==> src/hw/rtl/mtrr_pkg.sv <==
`timescale 1ns / 1ps
// ----------------------------------------------------------------------------
// mtrr_pkg
// Shared types, codes and helpers for the memory type range table.
// ----------------------------------------------------------------------------
package mtrr_pkg;

   localparam int MAX_RANGES = 32;
   localparam int IDX_W      = (MAX_RANGES > 1) ? $clog2(MAX_RANGES) : 1;
   localparam int CNT_W      = $clog2(MAX_RANGES + 1);
   localparam int ADDR_W     = 52;
   localparam int END_W      = ADDR_W + 1;
   localparam int SPAN_W     = 6;
   localparam int MTYPE_W    = 3;

   localparam logic [1:0] FUNC_ADD    = 2'd0;
   localparam logic [1:0] FUNC_LOOKUP = 2'd1;
   localparam logic [1:0] FUNC_CLEAR  = 2'd2;

   localparam logic [MTYPE_W-1:0] MEM_UC = 3'd0;
   localparam logic [MTYPE_W-1:0] MEM_WT = 3'd4;
   localparam logic [MTYPE_W-1:0] MEM_WB = 3'd6;

   localparam logic [SPAN_W-1:0] SPAN_MAX = SPAN_W'(ADDR_W);

   typedef struct packed {
      logic [1:0]          func;
      logic [ADDR_W-1:0]   address;
      logic [SPAN_W-1:0]   span_log2;
      logic [MTYPE_W-1:0]  range_type;
      logic                fixed_kind;
   } req_type;

   typedef struct packed {
      logic [MTYPE_W-1:0]  result_type;
      logic                straddles;
      logic                table_full;
   } rsp_type;

   // lookup transaction moving down the cell row
   typedef struct packed {
      logic                valid;
      logic                done;
      logic                straddle;
      logic                found;
      logic [MTYPE_W-1:0]  acc;
      logic [MTYPE_W-1:0]  rtype;
      logic [ADDR_W-1:0]   addr;
      logic [END_W-1:0]    last;
   } token_type;

   // entry write broadcast to the row
   typedef struct packed {
      logic                new_en;
      logic                ext_en;
      logic [IDX_W-1:0]    idx;
      logic [ADDR_W-1:0]   start_addr;
      logic [END_W-1:0]    end_addr;
      logic [MTYPE_W-1:0]  mtype;
      logic                fixed;
   } cell_wr_type;

   // size in bytes, span clamped to the address width
   function automatic logic [END_W-1:0] span_size(input logic [SPAN_W-1:0] span);
      logic [SPAN_W-1:0] s;
      s = (span > SPAN_MAX) ? SPAN_MAX : span;
      return END_W'(1) << s;
   endfunction

endpackage

==> src/hw/rtl/mtrr_cell.sv <==
`timescale 1ns / 1ps
// ----------------------------------------------------------------------------
// mtrr_cell
// One table entry plus one stage of the lookup row.
// ----------------------------------------------------------------------------
module mtrr_cell (
   input  logic                                clock,
   input  logic                                reset,
   input  logic [mtrr_pkg::IDX_W-1:0]          cell_index,
   input  logic [mtrr_pkg::CNT_W-1:0]          entry_count,
   input  mtrr_pkg::cell_wr_type               wr,
   input  mtrr_pkg::token_type                 tok_prev,
   output mtrr_pkg::token_type                 tok_next
);
   import mtrr_pkg::*;

   logic [ADDR_W-1:0]  start_ff;
   logic [END_W-1:0]   end_ff;
   logic [MTYPE_W-1:0] mtype_ff;
   logic               fixed_ff;
   token_type          tok_ff;
   token_type          tok_in;

   logic               live;
   logic               hit;
   logic               wt_wb;

   // entry storage, no reset (only entries below the count are visited)
   always_ff @(posedge clock) begin
      if (wr.idx == cell_index) begin
         if (wr.new_en) begin
            start_ff <= wr.start_addr;
            end_ff   <= wr.end_addr;
            mtype_ff <= wr.mtype;
            fixed_ff <= wr.fixed;
         end else if (wr.ext_en) begin
            end_ff   <= wr.end_addr;
         end
      end
   end

   assign live  = tok_prev.valid && !tok_prev.done && (CNT_W'(cell_index) < entry_count);
   assign hit   = live && (start_ff <= tok_prev.addr) && ({1'b0, tok_prev.addr} < end_ff);
   assign wt_wb = tok_prev.found &&
                  (((mtype_ff == MEM_WT) && (tok_prev.acc == MEM_WB)) ||
                   ((mtype_ff == MEM_WB) && (tok_prev.acc == MEM_WT)));

   always_comb begin
      tok_in = tok_prev;
      if (hit) begin
         if (tok_prev.last >= end_ff) begin
            tok_in.done     = 1'b1;
            tok_in.straddle = 1'b1;
         end else if (fixed_ff || (mtype_ff == MEM_UC)) begin
            tok_in.done  = 1'b1;
            tok_in.rtype = mtype_ff;
         end else begin
            tok_in.acc   = wt_wb ? MEM_WT : mtype_ff;
            tok_in.found = 1'b1;
         end
      end
   end

   always_ff @(posedge clock) begin
      if (reset) begin
         tok_ff.valid <= 1'b0;
      end else begin
         tok_ff.valid <= tok_in.valid;
      end
      tok_ff.done     <= tok_in.done;
      tok_ff.straddle <= tok_in.straddle;
      tok_ff.found    <= tok_in.found;
      tok_ff.acc      <= tok_in.acc;
      tok_ff.rtype    <= tok_in.rtype;
      tok_ff.addr     <= tok_in.addr;
      tok_ff.last     <= tok_in.last;
   end

   assign tok_next = tok_ff;

endmodule

==> config.mk <==
export PLATFORM = sky130hd
export DESIGN_NAME = mtrr_cell
export DESIGN_NICKNAME = d
export VERILOG_FILES = /design/src/hw/rtl/mtrr_pkg.sv /design/src/hw/rtl/mtrr_cell.sv
export SDC_FILE = /design/constraint.sdc
export NUM_CORES = 1
export LEC_CHECK = 0
export ABC_CLOCK_PERIOD_IN_PS = 7500
export BUFFER_PORTS_ARGS = -buffer_cell sky130_fd_sc_hd__buf_2
export CORE_UTILIZATION = 35
export DETAILED_ROUTE_END_ITERATION = 16
export HOLD_SLACK_MARGIN = 0.05
export PLACE_DENSITY = 0.65
export SYNTH_ARGS = -nofsm -noshare
export SYNTH_HDL_FRONTEND = slang
export SYNTH_SLANG_ARGS = --single-unit
==> constraint.sdc <==
create_clock -name clock -period 7.5 [get_ports clock]
set_input_delay 0.375 -clock clock [delete_from_list [all_inputs] [get_ports clock]]
set_output_delay 0.375 -clock clock [all_outputs]
set_load 0.01 [all_outputs]
==> flow_summary_export.csv <==
group,metric,value,unit
power_and_ir_drop,powerDensity,199.7,mW/mm2
global_route,grt_pass1_vias,8664,
final_layout,stdcell_count,1746,
global_route,grt_max_degree,54,
setup_path,crit_required,7.90,ns
clock_tree,cts_tree,"yes",
synthesis,synth.net_count,1187,
placed_design,finalWeightedCongestion,0.8328,
synthesis,ys.flop_type,"dfxtp_1",
clock_tree,clock_latency,0.52,ns
sta,finalMaxSlewViolations,0,
min_path,min_from,"tok_prev[89]",
floorplan,fp.coreArea,0.02703,mm2
synthesis,ys_seq_area_share,57.71,%
floorplan,fp.dieW,168.1,um
clock_tree,h-tree-depth,1,
synthesis,syn_avg_cell_area,12.34,um2
setup_path,path_class,"primary input to flip-flop",
floorplan,initial_utilization,35.75,%
synthesis,synth.top_cell.area_share,33.88,%
placed_design,dp_hpwl,21850,um
detailed_routing,drt-initial-drc-count,397,
clock_tree,clock_path_buffers,3,
detailed_routing,viasPerCell,4.671,
global_route,antenna_found_initial,3,
synthesis,synthCells,783,
synthesis,synthArstFlopShare,0,%
min_path,min_path_cells,1,
sta,worstMarginPinSlew,0.8347,ns
floorplan,pin_count,359,
synthesis,synth_top_area_cell,"edfxtp_1",
placed_design,place_ws,3.904,ns
global_route,grt_usage,21.42,%
sta,clock_skew,0.01490,ns
job,drv_cap,0,
clock_tree,cts-buffers-inserted,25,
sta,hold-worst-slack,0.07010,ns
sta,hold_viol,0,
setup_path,start_kind,"primary input",
sta,grt_setup_unrepaired,"false",
detailed_routing,routed_wl,30910,um
setup_path,timing.rr.start,"end_ff[27]",
sta,tns,0,ns
synthesis,synth-edff-count,109,
floorplan,dieHeight,168.1,um
floorplan,row_count,60,
setup_path,worstPathArrival,4.03,ns
clock_tree,cts.sinks,224,
global_route,grt.overflow.total,0,
detailed_routing,wl_per_cell,17.70,um
setup_path,cp-end-kind,"flip-flop",
power_and_ir_drop,peakVddDrop,0.2098,mV
setup_path,r2r-end,"tok_next[110]",
detailed_routing,dr.pass1.iters,4,
sta,finalCriticalPeriod,3.632,ns
final_layout,syn_to_final_growth,54.29,%
setup_path,reg2regPathDepth,9,
clock_tree,cts_root_buf,"clkbuf_16",
clock_tree,clk_pin_slew,0.06,ns
synthesis,synth_area_leaders,"edfxtp_1 (34%), dfxtp_1 (24%), ha_1 (21%)",
placed_design,dp.cells,1485,
sta,fin_crit_sh,48.43,%
synthesis,ys_types,45,
final_layout,drive_above_1_share,29.79,%
floorplan,die_area,0.02827,mm2
power_and_ir_drop,total_power,2.977,mW
detailed_routing,drc_errors,0,
detailed_routing,ant_nets,0,
global_route,grt_pass1_wl,46380,um
synthesis,synth.most_common_cell,"ha_1",
sta,timing.slew.headroom,44.36,%
synthesis,yosysWarnings,0,
placed_design,io_buffers,358,
synthesis,ys_ff_latch,224,
min_path,hp-class,"primary input to flip-flop",
clock_tree,ctsResizeCount,0,
min_path,holdPathEnd,"tok_next[89]",
power_and_ir_drop,leakagePower,7.105,nW
synthesis,synth_area,0.009661,mm2
sta,fmaxAchievable,275.3,MHz
clock_tree,postCtsSetupBuffers,0,
synthesis,ys_top_cells_by_count,"ha_1 (160), inv_1 (120), dfxtp_1 (115)",
detailed_routing,num_vias,8155,
outcome,status,"finished, final reports clean",
sta,worst_slack,3.868,ns
final_layout,nets,1789,
sta,setup_violations,0,
setup_path,regToRegSetupSlack,4.04,ns
setup_path,path_max_fanout,5,
per-layer routing:
metal / part of all wire, % / up-vias / track usage, % / wire [um]
met4: 2.1 / 2 / 6.047 / 652
met1: 41 / 3810 / 25.02 / 12780
li1: - / 4041 / - / -
met2: 51 / 258 / 40.27 / 15910
met5: 0.042 / - / 0 / 13
met3: 5.0 / 44 / 3.338 / 1548
through the flow:
stage          cell area, um2  util [%]
2_1_floorplan            9661         -
3_5_place_dp            11910     44.08
6_report                14910     55.15
5_1_grt                 14910     55.15
4_1_cts                 14900     55.13
3_3_place_gp            11910     44.08
worst max-delay path, stage by stage:
cell           delay [ns]
dlygate4sd3_1        0.55
buf_2                0.15
ha_1                 0.32
and4_1               0.26
a221oi_1             0.59
o32ai_1              0.19
nor4_1               0.58
o211ai_2             0.27
nor3_1               0.35
mux2_2               0.39
report_power, final:
part / switching (mW) / leakage (nW) / internal (mW)
Clock: 0.491 / 0.421 / 0.747
Combinational: 0.187 / 4.73 / 0.208
Sequential: 0.0130 / 1.95 / 1.33
cells by family after synthesis:
group | after synthesis | share of synthesized area [%]
flops | 224 | 57.71
buf+inv | 120 | 4.663
simple gates | 141 | 7.693
mux | 4 | 0.4662
fa+ha+maj | 160 | 20.72
xor+xnor | 5 | 0.4534
compound gates | 129 | 8.289
worst max path at each step:
stage	start	endpoint	slack, ns	cells past startpoint
floorplan	cell_index[4]	fixed_ff	0.87	3
global placement	tok_prev[88]	tok_next[110]	3.97	10
detailed placement	tok_prev[85]	tok_next[110]	3.90	10
CTS	tok_prev[85]	tok_next[110]	3.92	11
global route	tok_prev[83]	tok_next[110]	3.68	11
finish	tok_prev[80]	tok_next[110]	3.87	10
flip-flops by register name, indices dropped and copies added (netlist names):
register	flops
end_ff	53
fixed_ff	1
mtype_ff	3
start_ff	52
tok_next	115
cells in the final DEF, fill, tap and decap left out, types with 3 or more instances in the layout:
master,Yosys,layout
ha_1,160,160
edfxtp_1,109,109
mux2_2,4,4
xnor2_1,3,3
a21o_1,11,11
clkbuf_1,0,4
dlygate4sd3_1,0,214
o21ai_0,24,24
a21oi_1,57,57
clkinv_2,0,4
a211oi_1,5,5
and4_1,7,7
a221oi_1,5,5
nand3_1,14,14
buf_4,0,3
nand2_1,42,42
buf_2,0,358
dfxtp_1,115,115
clkbuf_8,0,6
o32ai_1,3,3
nor4_1,7,5
or2_2,3,3
nor3_1,6,6
clkbuf_16,0,27
nor2b_1,3,3
nand4_1,26,26
nor2_1,22,22
a221o_1,3,3
o211ai_1,3,3
inv_1,120,120
repair_timing:
item / 4_1_cts / 5_1_grt
endpoints found under the setup margin: 0 / 0
hold buffers: 214 / 0
endpoints found under the hold margin: 214 / 0
final cells by class:
type | count | area, um2
antenna | 2 | 5.005
clock buffer | 37 | 773.2
clock inverter | 8 | 71.32
fill | 2232 | 12120
inverter | 120 | 450.4
multi-input combinational | 439 | 3647
sequential | 224 | 5575
tap | 341 | 426.7
timing repair buffer | 575 | 3956
(Power assumes the default switching activity.)
